File: config.mk
export PLATFORM = sky130hd
export DESIGN_NAME = bbd_interp
export DESIGN_NICKNAME = d
export VERILOG_FILES = /design/src/design/bbd_pkg.sv /design/src/design/bbd_interp.sv
export SDC_FILE = /design/constraint.sdc
export NUM_CORES = 1
export LEC_CHECK = 0
export BUFFER_PORTS_ARGS = -buffer_cell sky130_fd_sc_hd__buf_2
export CAP_MARGIN = 20
export CORE_ASPECT_RATIO = 0.6
export CORE_UTILIZATION = 32
export DETAILED_ROUTE_END_ITERATION = 8
export GPL_TIMING_DRIVEN = 0
export SYNTH_ARGS = -nofsm -noshare
export SYNTH_HDL_FRONTEND = slang
export SYNTH_SLANG_ARGS = --single-unit
File: constraint.sdc
create_clock -name vclk -period 4.2
set_input_delay 0.21 -clock vclk [all_inputs]
set_output_delay 0.21 -clock vclk [all_outputs]
set_load 0.02 [all_outputs]
File: src/design/bbd_pkg.sv
// ----------------------------------------------------------------------------
// bbd_pkg
// shared constants, codes and types of the bilinear bayer demosaic unit
// ----------------------------------------------------------------------------
package bbd_pkg;

   // stream geometry and sample format
   localparam int MAX_WIDTH      = 2048;
   localparam int MAX_HEIGHT     = 4096;
   localparam int SAMPLE_BITS    = 16;
   localparam int COL_BITS       = $clog2(MAX_WIDTH);
   localparam int EFF_WIDTH_BITS = $clog2(MAX_WIDTH + 1);
   // rows run up to the height plus two, where they park once the tail drains
   localparam int ROW_BITS       = $clog2(MAX_HEIGHT + 3);
   localparam int SUM4_BITS      = SAMPLE_BITS + 2;
   localparam int SUM2_BITS      = SAMPLE_BITS + 1;

   // configuration register fields
   localparam int CFG_WIDTH_BITS  = 12;
   localparam int CFG_HEIGHT_BITS = 13;
   localparam int CFG_ORDER_BITS  = 2;
   localparam int CSR_INDEX_BITS  = 2;
   localparam int CSR_DATA_BITS   = 13;

   localparam int RESET_WIDTH  = 640;
   localparam int RESET_HEIGHT = 480;
   localparam int RESET_ORDER  = 0;

   typedef logic [SAMPLE_BITS-1:0] sample_type;

   typedef enum logic [0:0] {
      OP_PIXEL = 1'b0,
      OP_FLUSH = 1'b1
   } opcode_type;

   typedef enum logic [CSR_INDEX_BITS-1:0] {
      CSR_FRAME_WIDTH  = 2'd0,
      CSR_FRAME_HEIGHT = 2'd1,
      CSR_BAYER_ORDER  = 2'd2
   } csr_index_type;

   // color of the site: {row odd, column odd} after the order offsets
   typedef enum logic [1:0] {
      PHASE_RED     = 2'd0,
      PHASE_GREEN_R = 2'd1,
      PHASE_GREEN_B = 2'd2,
      PHASE_BLUE    = 2'd3
   } phase_type;

   // 3x3 neighborhood, row major, index 4 is the center
   typedef logic [8:0][SAMPLE_BITS-1:0] window_type;

   typedef struct packed {
      sample_type red;
      sample_type green;
      sample_type blue;
   } rgb_type;

   // line store ports
   typedef struct packed {
      logic                en;
      logic [COL_BITS-1:0] addr;
   } lb_rd_type;

   typedef struct packed {
      logic                en;
      logic [COL_BITS-1:0] addr;
      sample_type          data_a;
      sample_type          data_b;
   } lb_wr_type;

   typedef struct packed {
      sample_type a;
      sample_type b;
   } lb_data_type;

   // item in the memory read stage
   typedef struct packed {
      logic                is_pixel;
      logic                emit;
      logic                fill;
      logic                zero_col;
      logic                row_ge2;
      logic                eol;
      logic                eof;
      phase_type           phase;
      logic                fwd;
      logic [COL_BITS-1:0] addr;
      sample_type          sample;
   } stage_type;

endpackage

File: src/design/bbd_interp.sv
// ----------------------------------------------------------------------------
// bbd_interp
// bilinear interpolation of one 3x3 neighborhood into an rgb pixel
// ----------------------------------------------------------------------------
module bbd_interp (
   input  bbd_pkg::window_type win,
   input  bbd_pkg::phase_type  phase,
   output bbd_pkg::rgb_type    rgb
);

   logic [bbd_pkg::SUM4_BITS-1:0] edge_sum;
   logic [bbd_pkg::SUM4_BITS-1:0] diag_sum;
   logic [bbd_pkg::SUM2_BITS-1:0] horiz_sum;
   logic [bbd_pkg::SUM2_BITS-1:0] vert_sum;
   bbd_pkg::sample_type           edge_avg;
   bbd_pkg::sample_type           diag_avg;
   bbd_pkg::sample_type           horiz_avg;
   bbd_pkg::sample_type           vert_avg;

   // averages round half up
   always_comb begin
      edge_sum  = bbd_pkg::SUM4_BITS'(win[1]) + bbd_pkg::SUM4_BITS'(win[7])
                + bbd_pkg::SUM4_BITS'(win[3]) + bbd_pkg::SUM4_BITS'(win[5])
                + bbd_pkg::SUM4_BITS'(2);
      diag_sum  = bbd_pkg::SUM4_BITS'(win[0]) + bbd_pkg::SUM4_BITS'(win[2])
                + bbd_pkg::SUM4_BITS'(win[6]) + bbd_pkg::SUM4_BITS'(win[8])
                + bbd_pkg::SUM4_BITS'(2);
      horiz_sum = bbd_pkg::SUM2_BITS'(win[3]) + bbd_pkg::SUM2_BITS'(win[5])
                + bbd_pkg::SUM2_BITS'(1);
      vert_sum  = bbd_pkg::SUM2_BITS'(win[1]) + bbd_pkg::SUM2_BITS'(win[7])
                + bbd_pkg::SUM2_BITS'(1);
      edge_avg  = edge_sum[bbd_pkg::SUM4_BITS-1:2];
      diag_avg  = diag_sum[bbd_pkg::SUM4_BITS-1:2];
      horiz_avg = horiz_sum[bbd_pkg::SUM2_BITS-1:1];
      vert_avg  = vert_sum[bbd_pkg::SUM2_BITS-1:1];
   end

   always_comb begin
      unique case (phase)
         bbd_pkg::PHASE_RED: begin
            rgb.red   = win[4];
            rgb.green = edge_avg;
            rgb.blue  = diag_avg;
         end
         bbd_pkg::PHASE_BLUE: begin
            rgb.red   = diag_avg;
            rgb.green = edge_avg;
            rgb.blue  = win[4];
         end
         bbd_pkg::PHASE_GREEN_R: begin
            rgb.red   = horiz_avg;
            rgb.green = win[4];
            rgb.blue  = vert_avg;
         end
         default: begin
            rgb.red   = vert_avg;
            rgb.green = win[4];
            rgb.blue  = horiz_avg;
         end
      endcase
   end

endmodule

==> out/metrics.cfg, run 1 <==
[clock_network]
cts_hold_buf = 0
post_cts_buffers = 0
cts_resized = 0

[global_routing]
grt_pass1_wl_um = 25600
overflow = 0
antenna_found_initial = 1
gr-usage-all-layers_pct = 18.1
grt_start_max_net_pins = 11
first_global_vias = 5061

[yosys]
syn_area_per_cell_um2 = 7.75
syn_area_um2 = 5540
yosysTopAreaCell = fa_1
synth.distinct_cells = 56
yosys_warnings = 0
ys_seq_area_share_pct = 0
synth_area_leaders = fa_1 23%, ha_1 14%, inv_1 14%
syn_inst = 715
synth_top_cell_area_share_pct = 23.1
syn-num-nets = 989

[sta]
rsz0062_at_grt = no
whs_ns = 0.794
finalHoldViolCount = 0
maxSlewViolCount = 0
period_share_pct = 95.5
finalSetupViolations = 0
min_period_ns = 4.01
max_slew_margin_pct = 46.7
totalNegativeSetupSlack_ns = 0
fmax_mhz = 249
tightest_slew_ns = 0.799

[drt]
wl_per_cell_um = 14.5
detail-route-antenna-nets = 0
drc = 0
routed_wirelength_um = 16500
drt-pass1-iter-count = 5
vias_per_cell = 4.73
vias = 5383
drt_iter0_drc = 314

[floorplan]
die-width_um = 172
die_h_um = 104
core_area_um2 = 16600
io_pins = 194
initial_core_util_pct = 33.4
dieArea_um2 = 17900
rows = 36

[job]
cap_violations = 0

[pwr]
power_density_nw_per_um2 = 315
vdd_drop_max_uv = 145
leakagePower_nw = 3.83

[layout]
area_growth_pct = 22.8
final-seq-area_um2 = 0
final_cell_mix = 200 x inv_1, 195 x buf_2, 64 x fa_1, 64 x ha_1, 48 x nand2_1
final_common_cell = inv_1
design.seq.count = 0
nFillCells = 1769
nClkBuffers = 0
layout-drive-gt1-share_pct = 24.8
nNetsFinal = 1185

[setup_path]
end_kind = primary output
path_max_fanout = 4
crit_arrival_ns = 3.80
critical_path_class = primary input to primary output
cp.required_ns = 3.99
worstSetupStartpointType = primary input

[placement]
port_buffers = 194
place_hpwl_um = 15100
globalplace.congestion = 0.909

[min_path]
hold_path_class = primary input to primary output

[outcome]
status = finished clean

[per-layer routing]
| metal | wire, µm | vias to the layer above | GRT usage, % |
|---|---|---|---|
| met3 | 1390 | 6 | 1.03 |
| met4 | 93 | 0 | 1.39 |
| li1 | - | 2738 | - |
| met2 | 6370 | 218 | 25.6 |
| met1 | 8680 | 2421 | 30.3 |
| met5 | 0 | - | 0 |
[metrics by stage]
| stage | setup WS [ns] | utilization (%) | area (µm²) | std cells | power, mW |
|---|---|---|---|---|---|
| 2_1_floorplan | 0.578 | - | 5540 | 715 | 1.50 |
| 3_3_place_gp | 0.165 | 41.0 | 6800 | 1137 | 2.11 |
| 3_5_place_dp | 0.131 | 41.0 | 6800 | 1137 | 2.12 |
| 4_1_cts | 0.132 | 41.0 | 6800 | 1137 | 2.14 |
| 5_1_grt | 0.000292 | 41.1 | 6810 | 1138 | 2.37 |
| 6_report | 0.189 | 41.1 | 6810 | 1138 | 2.14 |
[Yosys cell counts (3+ instances only)]
master / instances
clkbuf_1: 8
mux4_2: 22
o31a_1: 3
o21a_1: 10
or3_1: 7
nand2_1: 48
nor2b_1: 9
nand3_1: 10
ha_1: 64
xnor2_1: 25
mux2i_1: 4
a31oi_1: 5
nor2_1: 39
fa_1: 64
and3_1: 3
nand4_1: 4
nor3_1: 5
xor2_1: 22
a22oi_1: 3
nand2b_1: 7
buf_1: 4
inv_1: 200
a21oi_1: 40
o211ai_1: 9
a211oi_1: 4
o21ai_0: 34
and2_1: 4
a21o_1: 19
[area by class of cell]
cell class         count  area [µm²]  share of cell area (%)
inverters            200         751                    11.0
repair buffers       194         971                    14.3
well taps            228         285                    4.19
plain buffers         13        50.0                   0.735
multi-input cells    502        4750                    69.7
diodes                 1        2.50                  0.0368
[critical path, stage by stage]
cell	delay, ns
buf_2	0.07
inv_1	0.04
fa_1	0.50
fa_1	0.49
inv_1	0.05
ha_1	0.20
or3_1	0.37
o2111ai_1	0.31
nand4_1	0.26
a31oi_1	0.32
o21ai_0	0.14
xnor2_1	0.20
a221oi_1	0.39
buf_2	0.23
[logic make-up (layout without fill, tap and decap cells)]
kind of cell | after synthesis | in the layout | synth area share, %
buffers and inverters | 213 | 407 | 14.4
AO/OA/AOI/OAI | 153 | 153 | 18.0
AND/OR/NAND/NOR | 148 | 148 | 12.9
adder cells (fa/ha/maj) | 128 | 128 | 37.6
multiplexers | 26 | 26 | 9.66
other | 0 | 1 | 0
XOR/XNOR | 47 | 47 | 7.42
[path summary, 6_finish.rpt]
check                    from       to  slack, ns  depth (start not counted)
worst max-delay path   win[3]  rgb[42]       0.19                         14
worst min-delay path  win[76]  rgb[28]       0.79                          4
[power by group]
group | switching [mW] | internal, mW
registers | 0 | 0
logic | 1.26 | 0.882
clock network | 0 | 0.0000000319
No activity file was read; power rests on OpenSTA's default activity.
==> run 2: changes to the inputs <==
- CORE_UTILIZATION: 32 -> 35
==> out/metrics.cfg, run 2 (synthesis gave the netlist of run 1 again) <==
[outcome]
status = finished clean

[floorplan]
io_pins = 194  ; unchanged
initial_core_util_pct = 36.0  ; +2.5 points
die_h_um = 99.5  ; -4.3%
rows = 35  ; -2.8%
dieArea_um2 = 16400  ; -8.4%
core_area_um2 = 15400  ; -7.0%
die-width_um = 164  ; -4.3%

[global_routing]
first_global_vias = 5122  ; +1.2%
gr-usage-all-layers_pct = 19.9  ; +1.8 points
grt_start_max_net_pins = 11  ; unchanged
antenna_found_initial = 0  ; -1
overflow = 0  ; unchanged
grt_pass1_wl_um = 25700  ; +0.32%

[drt]
drc = 0  ; unchanged
detail-route-antenna-nets = 0  ; unchanged
drt_iter0_drc = 352  ; +12%
wl_per_cell_um = 14.7  ; +1.2%
vias_per_cell = 4.87  ; +2.9%
vias = 5414  ; +0.58%
routed_wirelength_um = 16300  ; -1.1%
drt-pass1-iter-count = 4  ; -1

[setup_path]
slowest_stage = fa_1
cp.required_ns = 3.99  ; about the same
crit_arrival_ns = 3.71  ; -0.09 ns
path_max_fanout = 4  ; unchanged
critical_path_class = primary input to primary output
end_kind = primary output
cpPeakStageDelay_ns = 0.49  ; about the same
path_cells = buf_2 > inv_1 > fa_1 > fa_1 > inv_1 > ha_1 > or3_1 > o2111ai_1 > nand4_1 > a31oi_1 > o21ai_0 > xnor2_1 > a221oi_1 > buf_2
worstSetupStartpointType = primary input

[layout]
nClkBuffers = 0  ; unchanged
design.seq.count = 0  ; unchanged
area_growth_pct = 22.2
nFillCells = 1656  ; -6.4%
final-seq-area_um2 = 0  ; unchanged
diodes = 0  ; -1
layout-drive-gt1-share_pct = 24.8  ; unchanged
nNetsFinal = 1185  ; unchanged
final_area_um2 = 6770  ; -0.50%
final_common_cell = inv_1
final_cell_mix = 200 x inv_1, 195 x buf_2, 64 x fa_1, 64 x ha_1, 48 x nand2_1

[min_path]
hold_path_class = primary input to primary output

[sta]
rsz0062_at_grt = no
finalSetupViolations = 0  ; unchanged
totalNegativeSetupSlack_ns = 0  ; unchanged
finalHoldViolCount = 0  ; unchanged
tightest_slew_ns = 0.781  ; -0.0181 ns
maxSlewViolCount = 0  ; unchanged
min_period_ns = 3.92  ; -0.0959 ns
fmax_mhz = 255  ; +2.4%
period_share_pct = 93.2  ; -2.3 points
max_slew_margin_pct = 47.9  ; +1.2 points

[clock_network]
cts_hold_buf = 0  ; unchanged

[pwr]
p_clk_share_pct = 0  ; unchanged
combPwrFrac_pct = 100.0  ; about the same
power_density_nw_per_um2 = 316  ; +0.26%
power.internal_mw = 0.879  ; -0.27%
leakagePower_nw = 3.83  ; about the same
p_sw_mw = 1.26  ; -0.21%
p_sw_share_pct = 58.9  ; about the same
pwr-share-seq_pct = 0  ; unchanged
vdd_drop_max_uv = 134  ; -7.2%

[job]
cap_violations = 0  ; unchanged

[placement]
port_buffers = 194  ; unchanged
place_hpwl_um = 14800  ; -2.0%
globalplace.congestion = 0.903  ; -0.64%
place_area_um2 = 6770  ; -0.46%

-- run 2: changes by cell type in the layout (fill, tap and decap cells not counted) --
cell	before	now
diode_2	1	0
a21boi_0	2	1
a21boi_1	0	1
-- run 2: cell type report --
type / instances / area [µm²] / share of cell area (%)
multi-input combinational: 502 / 4750 / 70.1
timing repair buffer: 194 / 971 / 14.3
inverter: 200 / 751 / 11.1
tap: 203 / 254 / 3.75
buffer: 13 / 50.0 / 0.739
-- run 2: worst paths after layout --
| check | slack [ns] | start | to | cells past startpoint |
|---|---|---|---|---|
| setup / recovery | 0.28 | win[3] | rgb[42] | 14 |
| hold / removal | 0.79 | win[64] | rgb[16] | 4 |
-- run 2: repair_timing --
action,in CTS,in global routing
buffers inserted,0,0
resized for setup,0,2
endpoints found under the setup margin,0,2
-- run 2: power groups by stage --
stage	sequential [mW]	clock [mW]	combinational (mW)
final	0	0	2.14
after global routing	0	0	2.37
after CTS	0	0	2.13
after detailed placement	0	0	2.11
after global placement	0	0	2.10
after floorplan	0	0	1.50
-- run 2: per-layer routing --
layer  global-route usage (%)  up-vias  wire (µm)
li1                         -     2725          -
met1                     32.8     2471       8790
met2                     28.7      210       6210
met3                     2.09        8       1270
met4                    0.847        0         78
met5                        0        -          0
-- run 2: worst max-delay path, delay by kind of cell --
family / cells / cell delay (ns)
fa+ha+maj: 3 / 1.18
compound gates: 4 / 1.12
xor+xnor: 1 / 0.18
simple gates: 2 / 0.62
buf+inv: 4 / 0.39
-- run 2: stage by stage --
stage	instances	hold WS, ns	power (mW)	util, %	setup WS, ns
2_1_floorplan	715	0.603	1.50	-	0.578
3_3_place_gp	1112	0.782	2.10	43.9	0.170
3_5_place_dp	1112	0.789	2.11	43.9	0.167
4_1_cts	1112	0.793	2.13	43.9	0.165
5_1_grt	1112	0.814	2.37	43.9	0.0853
6_report	1112	0.791	2.14	43.9	0.285
